<file path="config.mk">
export PLATFORM = sky130hd
export DESIGN_NAME = sphere_mesh_index_generator_flat
export DESIGN_NICKNAME = d
export VERILOG_FILES = /design/src/design/smig_pkg.sv /design/src/design/smig_if.sv /design/src/design/smig_front.sv /design/src/design/smig_queue.sv /design/src/design/smig_back.sv /design/src/design/sphere_mesh_index_generator.sv /design/src/flat_wrapper.sv
export SDC_FILE = /design/constraint.sdc
export NUM_CORES = 1
export LEC_CHECK = 0
export BUFFER_PORTS_ARGS = -buffer_cell sky130_fd_sc_hd__buf_2
export CAP_MARGIN = 20
export CORE_ASPECT_RATIO = 0.9
export CORE_MARGIN = 4
export CORE_UTILIZATION = 50
export CTS_BUF_LIST = sky130_fd_sc_hd__clkbuf_16
export DETAILED_ROUTE_END_ITERATION = 12
export GPL_TIMING_DRIVEN = 0
export PLACE_DENSITY_LB_ADDON = 0.08
export SYNTH_ARGS = -nofsm -noshare
export SYNTH_HDL_FRONTEND = slang
export SYNTH_HIERARCHICAL = 1
export SYNTH_SLANG_ARGS = --single-unit
</file>
<file path="constraint.sdc">
create_clock -name clk -period 7.4 [get_ports clk]
set_input_delay 1.48 -clock clk [delete_from_list [all_inputs] [get_ports clk]]
set_output_delay 1.48 -clock clk [all_outputs]
set_load 0.01 [all_outputs]
</file>
<file path="src/design/smig_pkg.sv">
`timescale 1ns / 1ps
// ----------------------------------------------------------------------------
// smig_pkg
// Shared types and constants of the sphere mesh index generator.
// ----------------------------------------------------------------------------
package smig_pkg;

	// configuration port
	localparam int CFG_W     = 9;
	localparam int CFG_IDX_W = 1;

	// register indexes
	localparam logic [CFG_IDX_W-1:0] REG_SLICE_COUNT = 1'd0;
	localparam logic [CFG_IDX_W-1:0] REG_STACK_COUNT = 1'd1;

	// register reset values
	localparam int SLICE_RESET = 16;
	localparam int STACK_RESET = 8;

	// emitted index width
	localparam int IDX_W = 17;

	// command queue depth between sequencer and output stage
	localparam int QUEUE_DEPTH = 2;

	typedef logic [IDX_W-1:0] idx_t;

	// mesh part tags, also used as sequencer phases
	typedef enum logic [1:0] {
		PART_NORTH  = 2'd0,
		PART_BODY   = 2'd1,
		PART_MARKER = 2'd2,
		PART_SOUTH  = 2'd3
	} part_t;

	// one classified index: the output stage adds base and offset
	typedef struct packed {
		idx_t  base;
		idx_t  offs;
		part_t part;
		logic  last;
	} cmd_t;

endpackage

</file>
<file path="src/design/smig_if.sv">
`timescale 1ns / 1ps
// ----------------------------------------------------------------------------
// smig_if
// Valid/ready channels of the sphere mesh index generator.
// ----------------------------------------------------------------------------
interface smig_in_if;
	logic valid;
	logic ready;
	logic restart;

	modport source (output valid, output restart, input ready);
	modport sink   (input valid, input restart, output ready);
endinterface

interface smig_out_if;
	logic                      valid;
	logic                      ready;
	logic [smig_pkg::IDX_W-1:0] vertex_index;
	logic [1:0]                mesh_part;
	logic                      last;

	modport source (output valid, output vertex_index, output mesh_part, output last,
		input ready);
	modport sink   (input valid, input vertex_index, input mesh_part, input last,
		output ready);
endinterface

</file>
<file path="src/design/smig_front.sv">
`timescale 1ns / 1ps
// ----------------------------------------------------------------------------
// smig_front
// Sequencer: holds the settings and the walk counters, accepts advance
// requests and turns each into one index command for the queue.
// ----------------------------------------------------------------------------
module smig_front #(
	parameter int MAX_SLICES = 256,
	parameter int MAX_STACKS = 256
) (
	input  logic                          clk,
	input  logic                          arst_n,
	input  logic                          cfg_wr_en,
	input  logic [smig_pkg::CFG_IDX_W-1:0] cfg_index,
	input  logic [smig_pkg::CFG_W-1:0]     cfg_data,
	smig_in_if.sink                       in_ch,
	input  logic                          push_ready,
	output logic                          push_valid,
	output smig_pkg::cmd_t                push_cmd
);
	import smig_pkg::*;

	localparam int SW = $clog2(MAX_SLICES + 1);
	localparam int TW = $clog2(MAX_STACKS + 1);

	logic [SW-1:0] slice_q;
	logic [TW-1:0] stack_q;
	idx_t          marker_q;

	part_t         phase_q, e_phase, n_phase;
	logic [TW-1:0] stack_cnt_q, e_stack, n_stack;
	logic [SW-1:0] slice_cnt_q, e_slice, n_slice;
	logic [1:0]    corner_q, e_corner, n_corner;
	idx_t          row_base_q, e_row_base, n_row_base;

	idx_t          s_ext, s1, j_ext;
	logic          take;
	logic [SW-1:0] new_slice;
	logic [TW-1:0] new_stack;
	logic [SW:0]   slice_inc;
	logic [TW+1:0] stack_inc3;

	// transfer handshake
	assign in_ch.ready = push_ready;
	assign push_valid  = in_ch.valid;
	assign take        = in_ch.valid && push_ready;

	// clamp of the written settings
	always_comb begin
		new_slice = slice_q;
		new_stack = stack_q;
		if (cfg_wr_en && cfg_index == REG_SLICE_COUNT) begin
			if (int'(cfg_data) < 3)
				new_slice = SW'(3);
			else if (int'(cfg_data) > MAX_SLICES)
				new_slice = SW'(MAX_SLICES);
			else
				new_slice = SW'(cfg_data);
		end
		if (cfg_wr_en && cfg_index == REG_STACK_COUNT) begin
			if (int'(cfg_data) < 2)
				new_stack = TW'(2);
			else if (int'(cfg_data) > MAX_STACKS)
				new_stack = TW'(MAX_STACKS);
			else
				new_stack = TW'(cfg_data);
		end
	end

	// state the request works from: a restart begins the walk anew
	assign s_ext = IDX_W'(slice_q);
	assign s1    = s_ext + IDX_W'(1);

	always_comb begin
		if (in_ch.restart) begin
			e_phase    = PART_NORTH;
			e_stack    = '0;
			e_slice    = '0;
			e_corner   = 2'd0;
			e_row_base = s1;
		end else begin
			e_phase    = phase_q;
			e_stack    = stack_cnt_q;
			e_slice    = slice_cnt_q;
			e_corner   = corner_q;
			e_row_base = row_base_q;
		end
	end

	assign j_ext      = IDX_W'(e_slice);
	assign slice_inc  = (SW + 1)'(e_slice) + (SW + 1)'(1);
	assign stack_inc3 = (TW + 2)'(e_stack) + (TW + 2)'(3);

	// classify the index and step the counters
	always_comb begin
		push_cmd.base = '0;
		push_cmd.offs = j_ext;
		push_cmd.part = e_phase;
		push_cmd.last = 1'b0;
		n_phase    = e_phase;
		n_stack    = e_stack;
		n_slice    = e_slice;
		n_corner   = e_corner;
		n_row_base = e_row_base;
		case (e_phase)
			PART_BODY: begin
				if (e_corner == 2'd2) begin
					push_cmd.base = marker_q;
					push_cmd.offs = '0;
					push_cmd.part = PART_MARKER;
					n_corner      = 2'd0;
				end else if (e_corner == 2'd0) begin
					push_cmd.base = e_row_base;
					n_corner      = 2'd1;
				end else begin
					push_cmd.base = e_row_base;
					push_cmd.offs = j_ext + s1;
					n_corner      = 2'd0;
					if (e_slice < slice_q) begin
						n_slice = slice_inc[SW-1:0];
					end else begin
						n_slice    = '0;
						n_row_base = e_row_base + s1;
						if (stack_inc3 < (TW + 2)'(stack_q)) begin
							n_stack  = e_stack + TW'(1);
							n_corner = 2'd2;
						end else begin
							n_stack = '0;
							n_phase = PART_SOUTH;
						end
					end
				end
			end
			PART_SOUTH: begin
				push_cmd.base = e_row_base;
				if (e_corner == 2'd1)
					push_cmd.offs = j_ext + IDX_W'(1);
				else if (e_corner == 2'd2)
					push_cmd.offs = j_ext + s1;
				if (e_corner < 2'd2) begin
					n_corner = e_corner + 2'd1;
				end else if (slice_inc < (SW + 1)'(slice_q)) begin
					n_corner = 2'd0;
					n_slice  = slice_inc[SW-1:0];
				end else begin
					// final index of the sphere: walk begins again
					push_cmd.last = 1'b1;
					n_phase    = PART_NORTH;
					n_stack    = '0;
					n_slice    = '0;
					n_corner   = 2'd0;
					n_row_base = s1;
				end
			end
			default: begin
				// north pole fan
				if (e_corner == 2'd1)
					push_cmd.offs = j_ext + s1;
				else if (e_corner == 2'd2)
					push_cmd.offs = j_ext + s1 + IDX_W'(1);
				if (e_corner < 2'd2) begin
					n_corner = e_corner + 2'd1;
				end else begin
					n_corner = 2'd0;
					if (slice_inc < (SW + 1)'(slice_q)) begin
						n_slice = slice_inc[SW-1:0];
					end else begin
						n_slice    = '0;
						n_stack    = '0;
						n_row_base = s1;
						n_phase    = (stack_q > TW'(2)) ? PART_BODY : PART_SOUTH;
					end
				end
			end
		endcase
	end

	// settings and marker value
	always_ff @(posedge clk or negedge arst_n) begin
		if (!arst_n) begin
			slice_q  <= SW'(SLICE_RESET);
			stack_q  <= TW'(STACK_RESET);
			marker_q <= IDX_W'((STACK_RESET + 1) * (SLICE_RESET + 1));
		end else begin
			slice_q  <= new_slice;
			stack_q  <= new_stack;
			marker_q <= IDX_W'(((TW + SW + 2)'(stack_q) + (TW + SW + 2)'(1)) *
				((TW + SW + 2)'(slice_q) + (TW + SW + 2)'(1)));
		end
	end

	// walk counters
	always_ff @(posedge clk or negedge arst_n) begin
		if (!arst_n) begin
			phase_q     <= PART_NORTH;
			stack_cnt_q <= '0;
			slice_cnt_q <= '0;
			corner_q    <= 2'd0;
			row_base_q  <= IDX_W'(SLICE_RESET + 1);
		end else if (cfg_wr_en) begin
			phase_q     <= PART_NORTH;
			stack_cnt_q <= '0;
			slice_cnt_q <= '0;
			corner_q    <= 2'd0;
			row_base_q  <= IDX_W'(new_slice) + IDX_W'(1);
		end else if (take) begin
			phase_q     <= n_phase;
			stack_cnt_q <= n_stack;
			slice_cnt_q <= n_slice;
			corner_q    <= n_corner;
			row_base_q  <= n_row_base;
		end
	end

endmodule

</file>
<file path="src/design/smig_queue.sv">
`timescale 1ns / 1ps
// ----------------------------------------------------------------------------
// smig_queue
// Short command queue that lets the sequencer and the output stage stall
// independently.
// ----------------------------------------------------------------------------
module smig_queue (
	input  logic           clk,
	input  logic           arst_n,
	input  logic           push_valid,
	output logic           push_ready,
	input  smig_pkg::cmd_t push_cmd,
	output logic           pop_valid,
	input  logic           pop_ready,
	output smig_pkg::cmd_t pop_cmd
);
	import smig_pkg::*;

	localparam int PW = $clog2(QUEUE_DEPTH);
	localparam int CW = $clog2(QUEUE_DEPTH + 1);

	cmd_t          mem_q [QUEUE_DEPTH];
	logic [PW-1:0] wr_ptr_q, rd_ptr_q;
	logic [CW-1:0] count_q;
	logic          do_push, do_pop;

	assign push_ready = (count_q != CW'(QUEUE_DEPTH));
	assign pop_valid  = (count_q != '0);
	assign pop_cmd    = mem_q[rd_ptr_q];
	assign do_push    = push_valid && push_ready;
	assign do_pop     = pop_valid && pop_ready;

	// storage
	always_ff @(posedge clk) begin
		if (do_push)
			mem_q[wr_ptr_q] <= push_cmd;
	end

	// pointers and fill level
	always_ff @(posedge clk or negedge arst_n) begin
		if (!arst_n) begin
			wr_ptr_q <= '0;
			rd_ptr_q <= '0;
			count_q  <= '0;
		end else begin
			if (do_push)
				wr_ptr_q <= (wr_ptr_q == PW'(QUEUE_DEPTH - 1)) ? '0 : wr_ptr_q + PW'(1);
			if (do_pop)
				rd_ptr_q <= (rd_ptr_q == PW'(QUEUE_DEPTH - 1)) ? '0 : rd_ptr_q + PW'(1);
			if (do_push && !do_pop)
				count_q <= count_q + CW'(1);
			else if (do_pop && !do_push)
				count_q <= count_q - CW'(1);
		end
	end

endmodule

</file>
<file path="src/design/smig_back.sv">
`timescale 1ns / 1ps
// ----------------------------------------------------------------------------
// smig_back
// Output stage: forms each index from its command and holds it in the
// output register until the transfer.
// ----------------------------------------------------------------------------
module smig_back (
	input  logic           clk,
	input  logic           arst_n,
	input  logic           pop_valid,
	output logic           pop_ready,
	input  smig_pkg::cmd_t pop_cmd,
	smig_out_if.source     out_ch
);
	import smig_pkg::*;

	logic  valid_q;
	idx_t  index_q;
	part_t part_q;
	logic  last_q;

	assign pop_ready           = !valid_q || out_ch.ready;
	assign out_ch.valid        = valid_q;
	assign out_ch.vertex_index = index_q;
	assign out_ch.mesh_part    = part_q;
	assign out_ch.last         = last_q;

	// valid flag
	always_ff @(posedge clk or negedge arst_n) begin
		if (!arst_n)
			valid_q <= 1'b0;
		else if (pop_ready)
			valid_q <= pop_valid;
	end

	// payload: index add
	always_ff @(posedge clk) begin
		if (pop_ready && pop_valid) begin
			index_q <= pop_cmd.base + pop_cmd.offs;
			part_q  <= pop_cmd.part;
			last_q  <= pop_cmd.last;
		end
	end

endmodule

</file>
<file path="src/design/sphere_mesh_index_generator.sv">
`timescale 1ns / 1ps
// ----------------------------------------------------------------------------
// sphere_mesh_index_generator
// Index list generator for a latitude/longitude sphere mesh.
// ----------------------------------------------------------------------------
// Each accepted request on in_ch yields one index on out_ch: north pole
// triangles, body strips separated by restart markers, then south pole
// triangles, with last set on the final index, after which the list starts
// over. While out_ch is not stalled, the block takes one request per cycle and
// delivers one index per cycle; a taken request passes through the command
// queue and then the output register before its result is offered on out_ch.
// A two-entry command queue sits between sequencer and output stage, so after
// out_ch stalls requests keep being taken until the queue is full: one more
// transfer when the stream was flowing back to back, two when the queue was
// empty. Writing slice_count (index 0) or stack_count (index 1) clamps the
// value to its range and restarts the list; write only while no results are
// outstanding.
// ----------------------------------------------------------------------------
module sphere_mesh_index_generator #(
	parameter int MAX_SLICES = 256,
	parameter int MAX_STACKS = 256
) (
	input  logic                          clk,
	input  logic                          arst_n,
	input  logic                          cfg_wr_en,
	input  logic [smig_pkg::CFG_IDX_W-1:0] cfg_index,
	input  logic [smig_pkg::CFG_W-1:0]     cfg_data,
	smig_in_if.sink                       in_ch,
	smig_out_if.source                    out_ch
);
	import smig_pkg::*;

	logic push_valid, push_ready;
	cmd_t push_cmd;
	logic pop_valid, pop_ready;
	cmd_t pop_cmd;

	// sequencer
	smig_front #(
		.MAX_SLICES(MAX_SLICES),
		.MAX_STACKS(MAX_STACKS)
	) u_front (
		.clk       (clk),
		.arst_n    (arst_n),
		.cfg_wr_en (cfg_wr_en),
		.cfg_index (cfg_index),
		.cfg_data  (cfg_data),
		.in_ch     (in_ch),
		.push_ready(push_ready),
		.push_valid(push_valid),
		.push_cmd  (push_cmd)
	);

	// command queue
	smig_queue u_queue (
		.clk       (clk),
		.arst_n    (arst_n),
		.push_valid(push_valid),
		.push_ready(push_ready),
		.push_cmd  (push_cmd),
		.pop_valid (pop_valid),
		.pop_ready (pop_ready),
		.pop_cmd   (pop_cmd)
	);

	// output stage
	smig_back u_back (
		.clk      (clk),
		.arst_n   (arst_n),
		.pop_valid(pop_valid),
		.pop_ready(pop_ready),
		.pop_cmd  (pop_cmd),
		.out_ch   (out_ch)
	);

endmodule

</file>
<file path="src/flat_wrapper.sv">
// flat-port wrapper written by rule: the top's interface ports become plain ports
module sphere_mesh_index_generator_flat import smig_pkg::*;
#(
	parameter int MAX_SLICES = 256,
	parameter int MAX_STACKS = 256
)
  (clk, arst_n, cfg_wr_en, cfg_index, cfg_data, in_ch_valid, in_ch_restart, in_ch_ready, out_ch_valid, out_ch_vertex_index, out_ch_mesh_part, out_ch_last, out_ch_ready);
  smig_in_if in_ch_i ();
  smig_out_if out_ch_i ();
  input  logic clk;
  input  logic arst_n;
  input  logic cfg_wr_en;
  input  logic [smig_pkg::CFG_IDX_W-1:0] cfg_index;
  input  logic [smig_pkg::CFG_W-1:0] cfg_data;
  input wire logic [$bits(in_ch_i.valid)-1:0] in_ch_valid;
  input wire logic [$bits(in_ch_i.restart)-1:0] in_ch_restart;
  output wire logic [$bits(in_ch_i.ready)-1:0] in_ch_ready;
  output wire logic [$bits(out_ch_i.valid)-1:0] out_ch_valid;
  output wire logic [$bits(out_ch_i.vertex_index)-1:0] out_ch_vertex_index;
  output wire logic [$bits(out_ch_i.mesh_part)-1:0] out_ch_mesh_part;
  output wire logic [$bits(out_ch_i.last)-1:0] out_ch_last;
  input wire logic [$bits(out_ch_i.ready)-1:0] out_ch_ready;
  assign in_ch_i.valid = in_ch_valid;
  assign in_ch_i.restart = in_ch_restart;
  assign in_ch_ready = in_ch_i.ready;
  assign out_ch_valid = out_ch_i.valid;
  assign out_ch_vertex_index = out_ch_i.vertex_index;
  assign out_ch_mesh_part = out_ch_i.mesh_part;
  assign out_ch_last = out_ch_i.last;
  assign out_ch_i.ready = out_ch_ready;
  sphere_mesh_index_generator #(.MAX_SLICES(MAX_SLICES), .MAX_STACKS(MAX_STACKS)) u_core (.clk(clk), .arst_n(arst_n), .cfg_wr_en(cfg_wr_en), .cfg_index(cfg_index), .cfg_data(cfg_data), .in_ch(in_ch_i), .out_ch(out_ch_i));
endmodule
</file>
## Yosys cells after proc, flatten, opt, wreduce, memory -nomap -nowiden

Memories as Yosys holds them, arrays and structs flattened.
Index checks and enable logic that the tools add are counted.

- Input port bits: 16
- Latch bits: 0
- Memories: 1
- Register bits: 99
- Bits in read-only memories: 0
- Bits in writable memories: 74

- Reductions and logical operators: 14
- Div/mod/pow operators: 0
- Shift operators: 0
- Eq/ne operators: 5
- Multipliers: 1
- $add $sub $neg: 17
- Multiplexer cells: 73
- $lt $le $gt $ge: 8
- Bitwise logic cells: 1

Memories:

| name | words | width | rd ports | clocked after memory_dff | write ports | line | source |
|---|---|---|---|---|---|---|---|
| u_core.u_queue.mem_q | 2 | 37 | 1 | 0 | 1 | smig_queue.sv:22 | `cmd_t mem_q [QUEUE_DEPTH];` |

Operators by type and width:

| operator | number |
|---|---|
| two-way mux 9 bit | 23 |
| two-way mux 17 bit | 9 |
| one-hot mux 17 bit (2 select lines) | 2 |
| adder 9 x 1 -> 10 bit, second input constant | 6 |
| two-way mux 2 bit | 25 |
| two-way mux 34 bit | 1 |
| two-way mux 11 bit | 3 |
| two-way mux 12 bit | 2 |
| less-than comparator 10 x 9 -> 1 bit | 2 |
| less-than comparator 9 x 2 -> 1 bit, second input constant | 2 |
| adder 17 x 10 -> 17 bit | 1 |
| adder 17 bit | 1 |
| multiplier 10 x 10 -> 17 bit | 1 |
| adder 11 x 1 -> 12 bit, second input constant | 1 |
| adder 9 x 10 -> 11 bit | 1 |
| adder 9 x 2 -> 10 bit, second input constant | 1 |
| adder 9 x 1 -> 9 bit, second input constant | 1 |
| > comparator 9 x 2 -> 1 bit, second input constant | 1 |
| > comparator 9 bit, second input constant | 1 |
| less-than comparator 9 bit | 1 |
| two-way mux 1 bit | 7 |
| logical AND 1 bit | 6 |
| nonzero test 2 bit | 3 |
| adder 2 x 1 -> 2 bit, second input constant | 2 |
| other kinds (11) | 16 |

## Depth between registers and ports, before layout

- Depth after elaboration: 10
- Depth in mapped cells: 26
- Gate-level depth less buffers: 25

## Hierarchy

The synthesis kept the hierarchy.

Modules (own cells, without submodules):

| module | area an instance (µm²) | cells an instance | sequential area each (µm²) | instances |
|---|---|---|---|---|
| smig_front | 10143.5 | 1267 | 1861.8 | 1 |
| smig_queue | 2946.6 | 133 | 2322.2 | 1 |
| smig_back | 1426.4 | 120 | 625.6 | 1 |

## Least setup slack after synthesis

Ideal clock, no wire load.

- Path type: reg-to-reg
- Start: register u_core.u_front.slice_q[0]
- End: register u_core.u_front.marker_q[16]
- Clock period less this slack: 5.649 ns
- Path slack: 1.751 ns
- Cell stages (with the launch flop): 24
- Arrival time: 5.525 ns
- Library setup time: 0.124 ns
- Data required time: 7.276 ns
- Cell sequence: dfrtp_1 > buf_4 > inv_2 > nor2_1 > nand4_4 > or2_1 > buf_2 > inv_1 > nand2_1 > fa_1 > fa_1 > inv_1 > fa_1 > fa_1 > inv_1 > fa_1 > inv_1 > ha_1 > and3_1 > a211oi_1 > nor3_1 > a21o_1 > a21oi_1 > xnor2_1

- Longest elaborated chain between the ends: 2

Ends and longest elaborated chain:

| what | line | source |
|---|---|---|
| from (decl) | smig_front.sv:26 | `logic [SW-1:0] slice_q;` |
| from (signal assigned) | smig_front.sv:181 | `slice_q <= SW'(SLICE_RESET);` |
| from (signal assigned) | smig_front.sv:185 | `slice_q <= new_slice;` |
| adder 9 x 1 -> 10 bit | smig_front.sv:188 | `((TW + SW + 2)'(slice_q) + (TW + SW + 2)'(1)));` |
| multiplier 10 x 10 -> 17 bit | smig_front.sv:187 | `marker_q <= IDX_W'(((TW + SW + 2)'(stack_q) + (TW + SW + 2)'(1)) *` |
| to (signal assigned) | smig_front.sv:183 | `marker_q <= IDX_W'((STACK_RESET + 1) * (SLICE_RESET + 1));` |
| to (signal assigned) | smig_front.sv:187 |  |
| to (decl) | smig_front.sv:28 | `idx_t marker_q;` |

No other way between the ends.
A chain may end at the register's enable or synchronous reset.

## Worst setup path in the final report

Ends and elaborated chain as after synthesis.

==> impl_metrics.yaml <==
logic_synthesis:
  netlist-cell-type-count: 100
  synth_top_cells_by_area: "sky130_fd_sc_hd__edfxtp_1 19%, sky130_fd_sc_hd__dfrtp_1 12%, sky130_fd_sc_hd__ha_1 9.6%, sky130_fd_sc_hd__fa_1 8.7%, sky130_fd_sc_hd__xnor2_1 4.0%"
  post-synth-top-area-cell: "sky130_fd_sc_hd__edfxtp_1"
  synth.top_cell.area_share: 0.194
  synth.cell_area_um2: 14500
  gate_count_after_technology_mapping: 1520
  synth_edf_count: 94
  ys.warnings.count: 6
  number_of_synthesized_register_bits: 173
  synth.yosys.seq_area_share: 0.331
  synthArstFlopShare: 0.457
  synth_area_per_cell_um2: 9.55
  synthFlopType: "sky130_fd_sc_hd__edfxtp_1"
timing:
  min_period_over_period: 0.921
  worst_hold_slack_ps: 493
  timing.final.hold_violations: 0
  timing.clock.skew_ps: 17.0
  tightestPinTransition_ps: 1130
  timing_max_transition_violations_final: 0
  final_period_minus_worst_setup_slack_ps: 6820
  tns_ps: 0
  rsz0062_at_grt: "no"
  max_clock_freq_mhz: 147
  timing.final.setup_violations: 0
  timing.slew.headroom: 0.241
power:
  max-vdd-ir-drop_uv: 166
  total_leakage_power_nw: 6.93
  p_comb_frac: 0.473
  power_per_cell_area_nw_per_um2: 288
  internal-power_mw: 2.76
  power.net_switching_mw: 1.81
  clockPowerShare: 0.213
  swShare: 0.396
  seq_power_share: 0.314
clock_tree:
  htreeDepth: 4
  clk_path_buf_depth: 2
  cts_post_setup_buffers_inserted: 0
  tritoncts.num_buffers: 17
  worst_path_clk_slew_ps: 70
  post_cts.resized_instances: 0
  tritoncts: "yes"
  insertion_delay_ps: 440
  cts.hold.buffers_added: 0
  clkSinkCount: 173
  clock_tree.root_cell: "sky130_fd_sc_hd__clkbuf_16"
critical_path:
  crit_path_top_delay_cell: "sky130_fd_sc_hd__xnor2_1"
  critical_path.startpoint_type: "register"
  critical_path.most_common_cell: "sky130_fd_sc_hd__fa_1"
  cp_data_arrival_time_ps: 7140
  buffering_stage_count_on_the_worst_path_with_inverters_included: 4
  cp.required_ps: 7720
  crit_type: "reg2reg"
  timing.critical_path.fanout_max: 8
  setup.worst_path.end_class: "register"
  timing.critical_path.max_delay_family: "adder cells"
  max_stage_delay_ps: 820
  crit_chain: "ha_1 -> nand4_1 -> nor2_1 -> xnor2_1 -> inv_1 -> nand2b_1 -> fa_1 -> fa_1 -> inv_1 -> fa_1 -> fa_1 -> inv_1 -> fa_1 -> inv_1 -> ha_1 -> and3_1 -> a211oi_1 -> nor3_1 -> a21o_1 -> a21oi_1 -> xnor2_1"
die:
  initial_core_util: 0.513
  fp.dieH_um: 170
  core_area_um2: 28300
  die_outline_area_um2: 31800
  std_cell_rows: 58
  num_io_pins: 38
  die-width_um: 188
grt:
  gr-usage-all-layers: 0.258
  antenna_found_initial: 0
  grt_pass1_vias: 11600
  globalRoute.totalOverflow: 0
  grt_start_max_net_pins: 61
  grt_first_pass_wirelength_mm: 64.7
placement:
  dp_hpwl_mm: 31.8
  finalWeightedCongestion: 0.969
  buffer_ports.inserted: 36
final_layout:
  nNetsFinal: 1773
  layout_fillers: 2552
  final_layout_size_suffix_gt1_frac: 0.128
  antenna-diode-count: 0
  areaGrowthSynthToFinish_pct: 9.34
  utilization: 0.561
detailed_routing:
  drt_first_pass_iters: 6
  drc_errors: 0
  vias_per_instance: 6.02
  wl_per_cell_um: 20.8
  remaining_antenna_violation_count_after_routing: 0
  vias: 11800
  drt-initial-drc-count: 1253
  postRouteWirelength_mm: 40.6
job:
  maxCapViolations: 0
min_path:
  min_path_type: "reg2reg"
status:
  outcome: "completed"
## cells by family after synthesis
logic type      after synthesis  synth area share
compound gates              347             0.160
buf+inv                     192            0.0557
other cells                   1          0.000258
fa+ha+maj                   174             0.183
flops                       173             0.331
xor+xnor                     90            0.0561
mux                          68            0.0559
simple gates                475             0.158
## placed cells by master, fill, tap and decap left out, drive strengths merged, types with 10 or more instances in the layout
master,instances
a31oi,10
nor2b,11
xnor2,67
or2,10
nor2,155
mux2i,23
or3,11
buf,70
inv,130
xor2,23
a21oi,105
dfrtp,71
clkbuf,54
a22oi,10
nand2,139
ha,111
o21ai,75
nor3,27
o211ai,18
nand2b,21
edfxtp,94
o21a,12
a211oi,21
nor3b,10
nor4,11
mux2,45
a21o,20
fa,63
nand3,35
## flip-flops by register name, indices dropped and copies added, names as in the netlist
signal	cells
u_core/u_front/marker_q	17
u_core/u_back/out_ch.valid	1
u_core/u_front/stack_q	9
u_core/u_front/row_base_q	17
u_core/u_front/corner_q	2
u_core/u_front/slice_cnt_q	9
u_core/u_front/phase_q	2
u_core/u_back/out_ch.mesh_part	2
u_core/u_back/out_ch.vertex_index	17
u_core/u_queue/mem_q	74
u_core/u_queue/wr_ptr_q	1
u_core/u_front/slice_q	9
u_core/u_queue/count_q	2
u_core/u_back/out_ch.last	1
u_core/u_front/stack_cnt_q	9
u_core/u_queue/rd_ptr_q	1
## worst reg2reg max path, cell delays in order, from the launching register on
cell and delay (ps):
sky130_fd_sc_hd__dfrtp_1 460, sky130_fd_sc_hd__ha_1 300, sky130_fd_sc_hd__nand4_1 90, sky130_fd_sc_hd__nor2_1 60
sky130_fd_sc_hd__xnor2_1 820, sky130_fd_sc_hd__inv_1 450, sky130_fd_sc_hd__nand2b_1 220, sky130_fd_sc_hd__fa_1 470
sky130_fd_sc_hd__fa_1 570, sky130_fd_sc_hd__inv_1 60, sky130_fd_sc_hd__fa_1 500, sky130_fd_sc_hd__fa_1 540
sky130_fd_sc_hd__inv_1 50, sky130_fd_sc_hd__fa_1 520, sky130_fd_sc_hd__inv_1 40, sky130_fd_sc_hd__ha_1 350
sky130_fd_sc_hd__and3_1 220, sky130_fd_sc_hd__a211oi_1 280, sky130_fd_sc_hd__nor3_1 130, sky130_fd_sc_hd__a21o_1 190
sky130_fd_sc_hd__a21oi_1 190, sky130_fd_sc_hd__xnor2_1 200
## power by group through the flow
stage	clock network, mW	registers, mW	logic, mW
final	0.974	1.43	2.16
after global routing	1.04	1.46	2.40
after CTS	1.00	1.43	2.17
after detailed placement	0	1.45	2.15
after global placement	0	1.45	2.11
after floorplan	0	1.47	1.59
## stage by stage
step	power (mW)	setup slack, ps	area (µm²)	instances
floorplan	3.06	1750	14500	1525
global placement	3.57	428	15200	1921
detailed placement	3.60	238	15200	1923
CTS	4.60	211	15900	1955
global route	4.90	214	15900	1956
finish	4.57	581	15900	1956
## cells in the mapped netlist, drive strengths merged (4+ instances only)
cell	instances
nor2	155
mux2i	23
or2	10
edfxtp	94
a22o	8
nor3	27
inv	122
a31o	7
dfstp	8
or3	11
o211ai	18
and3	9
nand3b	4
nor3b	10
nand4	9
ha	111
a21oi	105
xnor2	67
nor4	11
o22ai	9
buf	31
mux2	45
or4	7
a22oi	10
o21ai	75
nand2	139
nand3	35
fa	63
a31oi	10
clkbuf	37
xor2	23
o221ai	6
a211o	7
nand2b	21
a21o	20
o31ai	5
o21a	12
a211oi	21
and2	7
dfrtp	71
o21bai	4
nor2b	11
## metal layers
layer,GRT usage,part of all wire,up-vias,wire length (µm)
met3,0.0485,0.076,74,3110
li1,-,-,5505,-
met5,0,0,-,0
met4,0.0728,0.025,0,1000
met1,0.361,0.44,5714,18000
met2,0.416,0.46,475,18600
## path summary, 6_finish.rpt
| path | startpoint | end | slack (ps) | cells past startpoint |
|---|---|---|---|---|
| min in group asynchronous | arst_n | u_core/u_front/stack_q[7]$_DFFE_PN0P_ | 930 | 1 |
| max in group asynchronous | arst_n | u_core/u_front/marker_q[7]$_DFF_PN1_ | 5790 | 2 |
| max | u_core/u_front/slice_q[0]$_DFF_PN0_ | u_core/u_front/marker_q[16]$_DFF_PN0_ | 580 | 21 |
| min | u_core/u_queue/count_q[1]$_DFFE_PN0P_ | u_core/u_queue/count_q[1]$_DFFE_PN0P_ | 490 | 1 |
| min reg2reg | u_core/u_queue/count_q[1]$_DFFE_PN0P_ | u_core/u_queue/count_q[1]$_DFFE_PN0P_ | 490 | 1 |
| max reg2reg | u_core/u_front/slice_q[0]$_DFF_PN0_ | u_core/u_front/marker_q[16]$_DFF_PN0_ | 580 | 21 |
## layout make-up
class	instances	area [µm²]	share of cell area
repair buffers	39	238	0.0150
clock buffers	17	425	0.0268
plain buffers	68	343	0.0216
clock inverters	15	215	0.0136
inverters	124	465	0.0293
well taps	360	450	0.0284
multi-input cells	1160	8930	0.562
flip-flops and latches	173	4810	0.303
No activity file was read; power rests on OpenSTA's default activity.
